`config.mk`:
```
export PLATFORM = sky130hd
export DESIGN_NAME = dct_quantize_zigzag_core
export DESIGN_NICKNAME = d
export VERILOG_FILES = /design/src/hdl/dqz_pkg.sv /design/src/hdl/dct_quantize_zigzag_core.sv /design/src/hdl/dqz_ram.sv /design/src/hdl/dqz_quant.sv
export SDC_FILE = /design/constraint.sdc
export NUM_CORES = 1
export LEC_CHECK = 0
export BUFFER_PORTS_ARGS = -buffer_cell sky130_fd_sc_hd__buf_2
export CAP_MARGIN = 0
export CORE_MARGIN = 4
export CORE_UTILIZATION = 31
export CTS_CLUSTER_DIAMETER = 50
export DETAILED_ROUTE_END_ITERATION = 6
export PLACE_DENSITY = 0.49
export SYNTH_ARGS = -nofsm -noshare
export SYNTH_HDL_FRONTEND = slang
export SYNTH_SLANG_ARGS = --single-unit
```
`constraint.sdc`:
```
create_clock -name clk -period 7.95 [get_ports clk]
set_input_delay 0.3975 -clock clk [delete_from_list [all_inputs] [get_ports clk]]
set_output_delay 0.3975 -clock clk [all_outputs]
set_load 0.02 [all_outputs]
```
`src/hdl/dqz_pkg.sv`:
```
// Shared constants, tables and types for the JPEG quantizer / zigzag core.
// Used by dqz_quant and dct_quantize_zigzag_core; depends on nothing else.
package dqz_pkg;

	localparam int BLOCK_LEN = 64;
	localparam int POS_W     = 6;
	localparam int COEF_W    = 14;
	localparam int CHAN_W    = 2;
	localparam int VAL_W     = 8;
	localparam int QTAB_W    = 8;

	// Reciprocal scaling: floor(n * R >> RCP_SHIFT) equals floor(n / (8Q)) exactly
	// for every n below 2^14 and every divisor 8Q below 2^10.
	localparam int RCP_SHIFT = 24;
	localparam int RCP_W     = 18;
	localparam int PROD_W    = 32;

	localparam logic [CHAN_W-1:0] CHAN_LUMA = CHAN_W'(0);

	localparam logic [QTAB_W-1:0] LUMA_Q [BLOCK_LEN] = '{
		8'd16, 8'd11, 8'd10, 8'd16, 8'd24, 8'd40, 8'd51, 8'd61,
		8'd12, 8'd12, 8'd14, 8'd19, 8'd26, 8'd58, 8'd60, 8'd55,
		8'd14, 8'd13, 8'd16, 8'd24, 8'd40, 8'd57, 8'd69, 8'd56,
		8'd14, 8'd17, 8'd22, 8'd29, 8'd51, 8'd87, 8'd80, 8'd62,
		8'd18, 8'd22, 8'd37, 8'd56, 8'd68, 8'd109, 8'd103, 8'd77,
		8'd24, 8'd36, 8'd55, 8'd64, 8'd81, 8'd104, 8'd113, 8'd92,
		8'd49, 8'd64, 8'd78, 8'd87, 8'd103, 8'd121, 8'd120, 8'd101,
		8'd72, 8'd92, 8'd95, 8'd98, 8'd112, 8'd100, 8'd103, 8'd99
	};

	localparam logic [QTAB_W-1:0] CHROMA_Q [BLOCK_LEN] = '{
		8'd17, 8'd18, 8'd24, 8'd47, 8'd99, 8'd99, 8'd99, 8'd99,
		8'd18, 8'd21, 8'd26, 8'd66, 8'd99, 8'd99, 8'd99, 8'd99,
		8'd24, 8'd26, 8'd56, 8'd99, 8'd99, 8'd99, 8'd99, 8'd99,
		8'd47, 8'd66, 8'd99, 8'd99, 8'd99, 8'd99, 8'd99, 8'd99,
		8'd99, 8'd99, 8'd99, 8'd99, 8'd99, 8'd99, 8'd99, 8'd99,
		8'd99, 8'd99, 8'd99, 8'd99, 8'd99, 8'd99, 8'd99, 8'd99,
		8'd99, 8'd99, 8'd99, 8'd99, 8'd99, 8'd99, 8'd99, 8'd99,
		8'd99, 8'd99, 8'd99, 8'd99, 8'd99, 8'd99, 8'd99, 8'd99
	};

	// Raster address read at each zigzag output position.
	localparam logic [POS_W-1:0] ZIGZAG [BLOCK_LEN] = '{
		6'd0,  6'd1,  6'd8,  6'd16, 6'd9,  6'd2,  6'd3,  6'd10,
		6'd17, 6'd24, 6'd32, 6'd25, 6'd18, 6'd11, 6'd4,  6'd5,
		6'd12, 6'd19, 6'd26, 6'd33, 6'd40, 6'd48, 6'd41, 6'd34,
		6'd27, 6'd20, 6'd13, 6'd6,  6'd7,  6'd14, 6'd21, 6'd28,
		6'd35, 6'd42, 6'd49, 6'd56, 6'd57, 6'd50, 6'd43, 6'd36,
		6'd29, 6'd22, 6'd15, 6'd23, 6'd30, 6'd37, 6'd44, 6'd51,
		6'd58, 6'd59, 6'd52, 6'd45, 6'd38, 6'd31, 6'd39, 6'd46,
		6'd53, 6'd60, 6'd61, 6'd54, 6'd47, 6'd55, 6'd62, 6'd63
	};

	// Store write request from the quantizer pipeline.
	typedef struct packed {
		logic             valid;
		logic             last;
		logic [POS_W-1:0] addr;
		logic [VAL_W-1:0] data;
	} wr_t;

endpackage

```
`src/hdl/dct_quantize_zigzag_core.sv`:
```
// JPEG quantizer with zigzag readout for one 8x8 block, built around a 64x8 RAM.
// Fill: one coefficient per cycle; each result is written after the quantizer registers.
// After the last write, the first output word passes the RAM read register and the output
// register, then one word per cycle follows while the consumer takes it. Coefficients
// are held off until the last read issues. Reset clears the control state only; the RAM
// is not cleared, since every entry is written before it is read.
module dct_quantize_zigzag_core (
	input  logic                              clk,
	input  logic                              arst_n,
	input  logic                              coef_valid,
	output logic                              coef_ready,
	input  logic signed [dqz_pkg::COEF_W-1:0] coefficient,
	input  logic [dqz_pkg::CHAN_W-1:0]        channel,
	output logic                              value_valid,
	input  logic                              value_ready,
	output logic signed [dqz_pkg::VAL_W-1:0]  quantized_value,
	output logic                              last_of_block
);
	import dqz_pkg::*;

	localparam logic [1:0] ST_FILL = 2'd0;
	localparam logic [1:0] ST_WAIT = 2'd1;
	localparam logic [1:0] ST_READ = 2'd2;

	logic [1:0]       state_q;
	logic [POS_W-1:0] count_q;
	logic [POS_W-1:0] rd_idx_q;
	logic             rd_pend_q;
	logic             rd_last_q;
	logic             out_valid_q;
	logic             out_last_q;
	logic [VAL_W-1:0] out_val_q;

	logic             coef_take;
	logic             rd_issue;
	logic             out_load;
	logic             rd_final;
	logic [VAL_W-1:0] rd_data;
	wr_t              wr;

	assign coef_ready = (state_q == ST_FILL);
	assign coef_take  = coef_valid && coef_ready;

	dqz_quant u_quant (
		.clk         (clk),
		.arst_n      (arst_n),
		.in_valid    (coef_take),
		.coefficient (coefficient),
		.channel     (channel),
		.pos         (count_q),
		.wr          (wr)
	);

	dqz_ram #(
		.WIDTH (VAL_W),
		.DEPTH (BLOCK_LEN)
	) u_store (
		.clk     (clk),
		.wr_en   (wr.valid),
		.wr_addr (wr.addr),
		.wr_data (wr.data),
		.rd_en   (rd_issue),
		.rd_addr (ZIGZAG[rd_idx_q]),
		.rd_data (rd_data)
	);

	// The RAM read register holds its word until the output register can take it,
	// so a new read is issued only when that word moves on in the same cycle.
	assign out_load = rd_pend_q && (!out_valid_q || value_ready);
	assign rd_issue = (state_q == ST_READ) && (!rd_pend_q || out_load);
	assign rd_final = (rd_idx_q == POS_W'(BLOCK_LEN - 1));

	always_ff @(posedge clk or negedge arst_n) begin
		if (!arst_n) begin
			state_q     <= ST_FILL;
			count_q     <= '0;
			rd_idx_q    <= '0;
			rd_pend_q   <= 1'b0;
			rd_last_q   <= 1'b0;
			out_valid_q <= 1'b0;
			out_last_q  <= 1'b0;
		end else begin
			case (state_q)
				ST_FILL: begin
					if (coef_take) begin
						count_q <= count_q + POS_W'(1);
						if (count_q == POS_W'(BLOCK_LEN - 1)) begin
							state_q <= ST_WAIT;
						end
					end
				end
				ST_WAIT: begin
					if (wr.valid && wr.last) begin
						state_q  <= ST_READ;
						rd_idx_q <= '0;
					end
				end
				ST_READ: begin
					if (rd_issue) begin
						rd_idx_q <= rd_idx_q + POS_W'(1);
						if (rd_final) begin
							state_q <= ST_FILL;
						end
					end
				end
				default: begin
					state_q <= ST_FILL;
				end
			endcase

			rd_pend_q <= rd_issue || (rd_pend_q && !out_load);
			if (rd_issue) begin
				rd_last_q <= rd_final;
			end
			out_valid_q <= out_load || (out_valid_q && !value_ready);
			if (out_load) begin
				out_last_q <= rd_last_q;
			end
		end
	end

	always_ff @(posedge clk) begin
		if (out_load) begin
			out_val_q <= rd_data;
		end
	end

	assign value_valid     = out_valid_q;
	assign quantized_value = out_val_q;
	assign last_of_block   = out_last_q;

endmodule

```
`src/hdl/dqz_ram.sv`:
```
// Generic single-port-write, single-port-read RAM with a registered read.
// Standalone; depends on nothing.
module dqz_ram #(
	parameter int WIDTH = 8,
	parameter int DEPTH = 64
) (
	input  logic                     clk,
	input  logic                     wr_en,
	input  logic [$clog2(DEPTH)-1:0] wr_addr,
	input  logic [WIDTH-1:0]         wr_data,
	input  logic                     rd_en,
	input  logic [$clog2(DEPTH)-1:0] rd_addr,
	output logic [WIDTH-1:0]         rd_data
);

	logic [WIDTH-1:0] mem_q [DEPTH];

	always_ff @(posedge clk) begin
		if (wr_en) begin
			mem_q[wr_addr] <= wr_data;
		end
		if (rd_en) begin
			rd_data <= mem_q[rd_addr];
		end
	end

endmodule

```
`src/hdl/dqz_quant.sv`:
```
// Two-stage quantizer: table lookup and rounding offset, then reciprocal multiply.
// Produces a store write request; depends on dqz_pkg.
module dqz_quant (
	input  logic                           clk,
	input  logic                           arst_n,
	input  logic                           in_valid,
	input  logic signed [dqz_pkg::COEF_W-1:0] coefficient,
	input  logic [dqz_pkg::CHAN_W-1:0]     channel,
	input  logic [dqz_pkg::POS_W-1:0]      pos,
	output dqz_pkg::wr_t                   wr
);
	import dqz_pkg::*;

	logic [RCP_W-1:0]  luma_rcp   [BLOCK_LEN];
	logic [RCP_W-1:0]  chroma_rcp [BLOCK_LEN];
	logic              is_luma;
	logic              neg;
	logic [COEF_W-1:0] mag;
	logic [QTAB_W-1:0] qsel;
	logic [RCP_W-1:0]  rsel;
	logic [COEF_W-1:0] num;
	logic [VAL_W-1:0]  res;
	logic [VAL_W-1:0]  sat_val;

	logic              valid_s1, valid_s2;
	logic              last_s1, last_s2;
	logic              neg_s1, neg_s2;
	logic [POS_W-1:0]  addr_s1, addr_s2;
	logic [COEF_W-1:0] num_s1;
	logic [RCP_W-1:0]  rcp_s1;
	logic [PROD_W-1:0] prod_s2;

	// Reciprocals of eight times each table entry, rounded up, settled at elaboration.
	for (genvar g = 0; g < BLOCK_LEN; g++) begin : g_rcp
		localparam int unsigned LUMA_R =
			((1 << RCP_SHIFT) + 8 * LUMA_Q[g] - 1) / (8 * LUMA_Q[g]);
		localparam int unsigned CHROMA_R =
			((1 << RCP_SHIFT) + 8 * CHROMA_Q[g] - 1) / (8 * CHROMA_Q[g]);
		assign luma_rcp[g]   = RCP_W'(LUMA_R);
		assign chroma_rcp[g] = RCP_W'(CHROMA_R);
	end

	always_comb begin
		is_luma = (channel == CHAN_LUMA);
		neg     = coefficient[COEF_W-1];
		mag     = neg ? COEF_W'(-coefficient) : COEF_W'(coefficient);
		qsel    = is_luma ? LUMA_Q[pos] : CHROMA_Q[pos];
		rsel    = is_luma ? luma_rcp[pos] : chroma_rcp[pos];
		// Adding 4Q before dividing by 8Q rounds the magnitude half away from zero.
		num     = mag + COEF_W'({qsel, 2'b00});
	end

	always_ff @(posedge clk or negedge arst_n) begin
		if (!arst_n) begin
			valid_s1 <= 1'b0;
			valid_s2 <= 1'b0;
		end else begin
			valid_s1 <= in_valid;
			valid_s2 <= valid_s1;
		end
	end

	always_ff @(posedge clk) begin
		last_s1 <= (pos == POS_W'(BLOCK_LEN - 1));
		neg_s1  <= neg;
		addr_s1 <= pos;
		num_s1  <= num;
		rcp_s1  <= rsel;
		last_s2 <= last_s1;
		neg_s2  <= neg_s1;
		addr_s2 <= addr_s1;
		prod_s2 <= PROD_W'(num_s1) * PROD_W'(rcp_s1);
	end

	always_comb begin
		res = prod_s2[RCP_SHIFT +: VAL_W];
		if (neg_s2) begin
			sat_val = (res > VAL_W'(128)) ? VAL_W'(128) : res;
			sat_val = VAL_W'(-sat_val);
		end else begin
			sat_val = (res > VAL_W'(127)) ? VAL_W'(127) : res;
		end
		wr.valid = valid_s2;
		wr.last  = last_s2;
		wr.addr  = addr_s2;
		wr.data  = sat_val;
	end

endmodule
```
==> summary.txt, run 1 <==
Start of the worst register-to-register path -> u_quant.num_s1[5]
Number of buffers inserted by hold repair at cts -> 2
Crit Path Category -> flop to flop
EDFF count, synth -> 528
Global-route wire length before repair -> 152000 µm
Sum of routed wire length over all layers -> 99500 µm
Number of antenna violations at the first check in global routing -> 2
CTS tree -> built
Final Net Count -> 3518
Effective utilization at floorplan -> 0.314
Placement row count -> 122
Overall routing resource usage -> 0.167
TNS Setup -> 0 ps
Number of levels the H-tree was split into -> 3
Min-Delay Path Class -> input pin to flop
Total number of clock tree sinks -> 604
Total I/O pin count -> 31
Req. time, crit path -> 8490 ps
Synthesized instance count -> 3221
Proportion of layout cells with a drive suffix above 1 -> 0.0704
DRC errors left -> 0
Primary FF master, synth -> sky130_fd_sc_hd__edfxtp_1
Transition time at the pin with the least slew margin -> 1220 ps
Die boundary width -> 344 µm
Full die area -> 118000 µm²
Final critical-path required period -> 6610 ps
Sequential cell area fraction in the yosys report -> 0.500
Synth cell types -> 76
Resized Gates After CTS -> 0
Final max-slew violation count -> 0
Critical path data arrival time -> 7150 ps
Port bufs -> 30
Vias in the first global route -> 24200
First drt pass iteration count -> 6
Largest buffer count on any clock path -> 3
Maxcap violations -> 0
Commonest non-fill, non-tap cell in the layout -> sky130_fd_sc_hd__nand2_1
Total nets after synthesis -> 3573
Synthesized cell area -> 34900 µm²
Final weighted congestion in routability-driven placement -> 0.926
Share of async-settable or async-resettable flops after synthesis -> 0.0331
Run status -> finished, final reports clean
R2r worst-path depth -> 20
Fin crit share -> 0.831
Remaining Overflow, GRT -> 0
Upper clock frequency limit -> 151 MHz
WHS Path Cells -> 1
Slack of the worst reg-to-reg path -> 1340 ps
Final antenna diode count -> 0
Most frequent cells in the layout -> sky130_fd_sc_hd__nand2_1, sky130_fd_sc_hd__edfxtp_1, sky130_fd_sc_hd__nand3_1
Mean instance size in the synthesized netlist -> 10.8 µm²
Number of fill cells -> 11000
Maximum clock skew at final layout -> 49.3 ps
Critical path launch point type -> flop
Maximum number of pins on one net before global-route repair -> 117
Final setup fails -> 0
Reg clk slew, reported paths -> 60 ps
Buffers inserted by post-CTS timing repair -> 0
Root Driver -> sky130_fd_sc_hd__clkbuf_16
Antenna violation net count after detailed routing -> 0
Height of the die -> 344 µm
Final number of hold-violating endpoints -> 0
Core region area -> 111000 µm²
Worst Setup End Kind -> flop
Number of buffers created by CTS -> 74
Total via count in the routed design -> 24400
Iteration-0 DRC Markers -> 2201
Crit path from -> u_quant.num_s1[5]
Clock insertion delay at the later pin of the skew report -> 630 ps
Area growth from synthesis to layout -> 12.1%
Synthesis-stage register bit count -> 604
Worst-case headroom to the max-slew limit -> 0.187
DPL Wire Length -> 65000 µm
Setup repair after global routing missed its margin -> no
Average via count per standard cell -> 5.18
Start point of the worst min-delay path -> coefficient[13]
Largest fanout on the critical path -> 18
Routed len/inst -> 21.1 µm
Yosys warning count -> 0
## through the flow
| step | instances | util | cell area (µm²) | hold WS (ps) | setup slack, ps |
|---|---|---|---|---|---|
| 3_5_place_dp | 4576 | 0.329 | 36600 | 318 | 1250 |
| 3_3_place_gp | 4576 | 0.329 | 36600 | 312 | 1430 |
| 4_1_cts | 4713 | 0.352 | 39200 | 53.1 | 1270 |
| 2_1_floorplan | 3221 | - | 34900 | 102 | 1990 |
| 5_1_grt | 4713 | 0.352 | 39200 | 82.2 | 991 |
| 6_report | 4713 | 0.352 | 39200 | 89.0 | 1340 |
## worst paths after layout
path | to
min reg2reg | u_quant.addr_s2[2]
max reg2reg | u_quant.prod_s2[31]
min | u_quant.neg_s1
max in group asynchronous | count_q[2]
max | u_quant.prod_s2[31]
min in group asynchronous | count_q[1]
## registers in the layout (all words and copies together), names as in the netlist, 2 cells and up
signal           count
count_q              6
quantized_value      8
rd_idx_q             6
state_q              2
u_quant.addr_s1      6
u_quant.addr_s2      6
u_quant.num_s1      14
u_quant.prod_s2      8
u_quant.rcp_s1      18
u_store.mem_q      512
u_store.rd_data      8
## routing by layer
layer  global-route usage  up-vias  share of wire
li1                     -    11300              -
met1                0.244    12200           0.46
met2                0.256      828           0.44
met3               0.0290      173          0.066
met4               0.0473        2          0.026
met5                    0        -        0.00016
## cell families (layout without fill, tap and decap cells)
group                      count (synthesis)  in the layout  synth area share
muxes                                     67             67            0.0203
and+or+nand+nor                         1189           1189             0.154
AOI/OAI and AO/OA                        551            551             0.106
xor gates and xnor gates                  40             40            0.0100
DFF                                      604            604             0.500
adders and majority gates                332            332             0.160
buffers and inverters                    438            442            0.0494
## cell usage after synthesis (all sizes together) (10+ instances only)
cell,instances,area share
nor3,25,0.0036
buf,74,0.010
a2111oi,11,0.0030
nor2b,23,0.0041
xnor2,27,0.0068
o22ai,15,0.0027
a311oi,13,0.0033
nand2,535,0.057
dfxtp,56,0.032
inv,228,0.024
a32oi,44,0.011
a22o,10,0.0025
o21ai,97,0.014
a21oi,145,0.021
nand2b,27,0.0048
a21o,12,0.0026
o31ai,11,0.0024
mux2i,62,0.018
dfrtp,20,0.014
and2,116,0.021
a21boi,11,0.0024
o211ai,66,0.014
nand3,245,0.035
ha,142,0.051
xor2,13,0.0033
a31oi,14,0.0025
edfxtp,528,0.45
a211oi,39,0.0084
fa,190,0.11
a221oi,11,0.0028
clkbuf,135,0.015
nor2,165,0.018
## worst max-delay path, cell delays in order (launching register included)
cell and delay [ps]:
sky130_fd_sc_hd__dfxtp_1 780, sky130_fd_sc_hd__nand2_1 170, sky130_fd_sc_hd__fa_1 600, sky130_fd_sc_hd__fa_1 450
sky130_fd_sc_hd__fa_1 540, sky130_fd_sc_hd__inv_1 50, sky130_fd_sc_hd__fa_1 460, sky130_fd_sc_hd__fa_1 490
sky130_fd_sc_hd__inv_1 50, sky130_fd_sc_hd__fa_1 470, sky130_fd_sc_hd__inv_1 40, sky130_fd_sc_hd__ha_1 280
sky130_fd_sc_hd__a21o_1 160, sky130_fd_sc_hd__a21o_1 170, sky130_fd_sc_hd__a21oi_1 190, sky130_fd_sc_hd__o211ai_1 150
sky130_fd_sc_hd__a311o_1 350, sky130_fd_sc_hd__o211ai_1 390, sky130_fd_sc_hd__a21oi_1 170, sky130_fd_sc_hd__o41ai_1 380
sky130_fd_sc_hd__xnor2_1 170
## area by class of cell
type	count	area (µm²)	area share
inverters	229	860	0.0219
clock buffers	90	1970	0.0504
clock inverters	45	602	0.0154
flip-flops and latches	604	17500	0.446
repair buffers	78	566	0.0144
multi-input cells	2179	15800	0.404
well taps	1488	1860	0.0475
Power of run 1 is not shown: default switching activity piles up to over one toggle a cycle in this logic, so the estimate is an artifact.
==> run 2: changes to the inputs <==
PLACE_DENSITY = 0.5   (was 0.49)
clock period = 5.7 ns   (was 7.95 ns; I/O delays follow)
==> run 2 against run 1 <==
Net effect:
- the flow now finishes with violations (setup timing)
- register-to-register slack worse by 1400 ps
- die area stayed put
- final area is 3.9% higher
- sequential share of layout area is 1.6 points lower
- cell count is 3.2% higher
- wire length is 2.6% higher
- critical path depth is 2 higher
- first-iteration DRC count is 3.0% higher
- maximum frequency is 15% higher
- clock skew is 19 ps lower
- hold slack worse by 52 ps
- worst setup slack worse by 1400 ps
- critical path type unchanged
==> summary.txt, run 2 (synthesis results as in run 1) <==
Run status -> finished with violations
Violated checks -> setup timing
Total I/O pin count -> 31 (unchanged)
Fin crit share -> 1.01 (+0.175)
Area growth from synthesis to layout -> 16.5%
Maximum number of pins on one net before global-route repair -> 112 (-4.3%)
Largest register FFs -> 512 (unchanged)
Global-route wire length before repair -> 154000 µm (+1.5%)
Largest fanout on the critical path -> 6 (-12)
Final weighted congestion in routability-driven placement -> 0.948 (+2.4%)
Final design area excluding fillers -> 40700 µm² (+3.9%)
Req. time, crit path -> 6210 ps (-2280 ps)
Largest buffer count on any clock path -> 3 (unchanged)
Worst-case setup margin in the final layout -> -35.7 ps (-1380 ps)
Total via count in the routed design -> 24900 (+1.8%)
Vias in the first global route -> 24500 (+1.1%)
Root Driver -> sky130_fd_sc_hd__clkbuf_16
Most frequent cells in the layout -> sky130_fd_sc_hd__nand2_1, sky130_fd_sc_hd__edfxtp_1, sky130_fd_sc_hd__nand3_1
Reg clk slew, reported paths -> 50 ps (about the same)
Proportion of layout cells with a drive suffix above 1 -> 0.131 (+0.0609)
Transition time at the pin with the least slew margin -> 1220 ps (+1.23 ps)
Start of the worst register-to-register path -> u_quant.num_s1[2]
Number of fill cells -> 11000 (-0.67%)
Remaining Overflow, GRT -> 0 (unchanged)
Critical path launch point type -> flop
Number of levels the H-tree was split into -> 3 (unchanged)
Maximum clock skew at final layout -> 29.9 ps (-19.5 ps)
Placement row count -> 122 (unchanged)
Worst Setup End Kind -> flop
Die boundary width -> 344 µm (unchanged)
DRC errors left -> 0 (unchanged)
Clock insertion delay at the later pin of the skew report -> 650 ps (+20 ps)
Number of buffers created by CTS -> 76 (+2.7%)
Setup repair after global routing missed its margin -> yes
DP Area -> 37700 µm² (+3.0%)
Final critical-path required period -> 5740 ps (-869 ps)
Final Net Count -> 3666 (+4.2%)
TNS Setup -> -51.5 ps (-51.5 ps)
Antenna violation net count after detailed routing -> 0 (unchanged)
CTS tree -> built
Multi-input logic area -> 16100 µm² (+1.7%)
Overall routing resource usage -> 0.171 (+0.00329)
Height of the die -> 344 µm (unchanged)
First drt pass iteration count -> 6 (unchanged)
Iteration-0 DRC Markers -> 2266 (+3.0%)
Total number of clock tree sinks -> 604 (unchanged)
Full die area -> 118000 µm² (unchanged)
Worst-case headroom to the max-slew limit -> 0.184 (-0.00258)
Average via count per standard cell -> 5.11 (-1.4%)
Sum of routed wire length over all layers -> 102000 µm (+2.6%)
Register area -> 17500 µm² (+0.26%)
Commonest non-fill, non-tap cell in the layout -> sky130_fd_sc_hd__nand2_1
Min-Delay Path Class -> input pin to flop
Non-filler cells, final -> 4865 (+3.2%)
Start point of the worst min-delay path -> coefficient[12]
Maxcap violations -> 0 (unchanged)
Leading registers by flop count -> u_store.mem_q x512, u_quant.rcp_s1 x18, u_quant.num_s1 x14
Final setup fails -> 2 (+2)
Upper clock frequency limit -> 174 MHz (+15%)
Crit path from -> u_quant.num_s1[2]
Final number of hold-violating endpoints -> 0 (unchanged)
Port bufs -> 30 (unchanged)
Critical path data arrival time -> 6250 ps (-900 ps)
Total instance count after detailed placement -> 4710 (+2.9%)
Core region area -> 111000 µm² (unchanged)
Final max-slew violation count -> 0 (unchanged)
Effective utilization at floorplan -> 0.314 (unchanged)
Biggest register -> u_store.mem_q
Crit Path Category -> flop to flop
Routed len/inst -> 21.0 µm (-0.65%)
Number of antenna violations at the first check in global routing -> 5 (+3)
DPL Wire Length -> 69400 µm (+6.8%)
run 2: changes by cell type in the layout (fill, tap and decap cells not counted), sizes merged, moves of 2 or more:
cell	delta
buf	+143
bufinv	-7
clkbuf	+2
clkinvlp	+3
diode	+2
dlygate4sd3	+3
inv	+7
run 2: layer usage:
layer / vias up / global-route usage / share of wire / wire, µm
met5: - / 0 / 0 / 0
met4: 0 / 0.0482 / 0.025 / 2520
met3: 182 / 0.0272 / 0.060 / 6100
met2: 800 / 0.266 / 0.45 / 46000
met1: 12300 / 0.246 / 0.47 / 47400
li1: 11600 / - / - / -
run 2: per-stage QoR:
step / utilization / setup slack [ps] / hold slack [ps]
6_report: 0.366 / -35.7 / 37.2
5_1_grt: 0.366 / -240 / 35.2
4_1_cts: 0.364 / -68.5 / 8.17
3_5_place_dp: 0.339 / -488 / 312
3_3_place_gp: 0.339 / -472 / 311
2_1_floorplan: - / 2.16 / -10.6
run 2: final cells by class:
class                           instances  share of cell area
Antenna cell                            2            0.000123
Inverter                              229              0.0211
Timing Repair Buffer                  224              0.0450
Clock inverter                         47              0.0122
Sequential cell                       604               0.430
Multi-Input combinational cell       2179               0.396
Tap cell                             1488              0.0457
Clock buffer                           92              0.0495
run 2: timing repair:
action                                  4_1_cts  5_1_grt
pin swaps                                    37       25
setup buffers                                 5        5
endpoints found under the setup margin        6        7
hold endpoints to repair                     24        0
resized for setup                            68       36
hold buffers                                  5        0
run 2: critical path, stage by stage, from the launching register on:
cell and delay, ps:
sky130_fd_sc_hd__dfxtp_4 360, sky130_fd_sc_hd__buf_4 160, sky130_fd_sc_hd__and2_1 170, sky130_fd_sc_hd__fa_1 530
sky130_fd_sc_hd__inv_1 50, sky130_fd_sc_hd__fa_1 480, sky130_fd_sc_hd__inv_1 50, sky130_fd_sc_hd__fa_1 510
sky130_fd_sc_hd__fa_2 450, sky130_fd_sc_hd__fa_1 480, sky130_fd_sc_hd__inv_1 50, sky130_fd_sc_hd__fa_1 470
sky130_fd_sc_hd__inv_1 60, sky130_fd_sc_hd__ha_4 210, sky130_fd_sc_hd__a21o_1 180, sky130_fd_sc_hd__a21oi_2 120
sky130_fd_sc_hd__o211ai_1 110, sky130_fd_sc_hd__a311o_1 350, sky130_fd_sc_hd__o211ai_1 180, sky130_fd_sc_hd__buf_4 180
sky130_fd_sc_hd__nand3_2 70, sky130_fd_sc_hd__a31o_2 280, sky130_fd_sc_hd__xor2_1 130
run 2: path summary, 6_finish.rpt:
kind,to,slack (ps),depth (start not counted)
max,u_quant.prod_s2[30],-40,22
min reg2reg,u_quant.addr_s2[3],330,0
min,u_quant.num_s1[12],40,3
max in group asynchronous,count_q[2],4970,2
max reg2reg,u_quant.prod_s2[30],-40,22
min in group asynchronous,count_q[3],300,2
Power of run 2 is left out for the same reason.
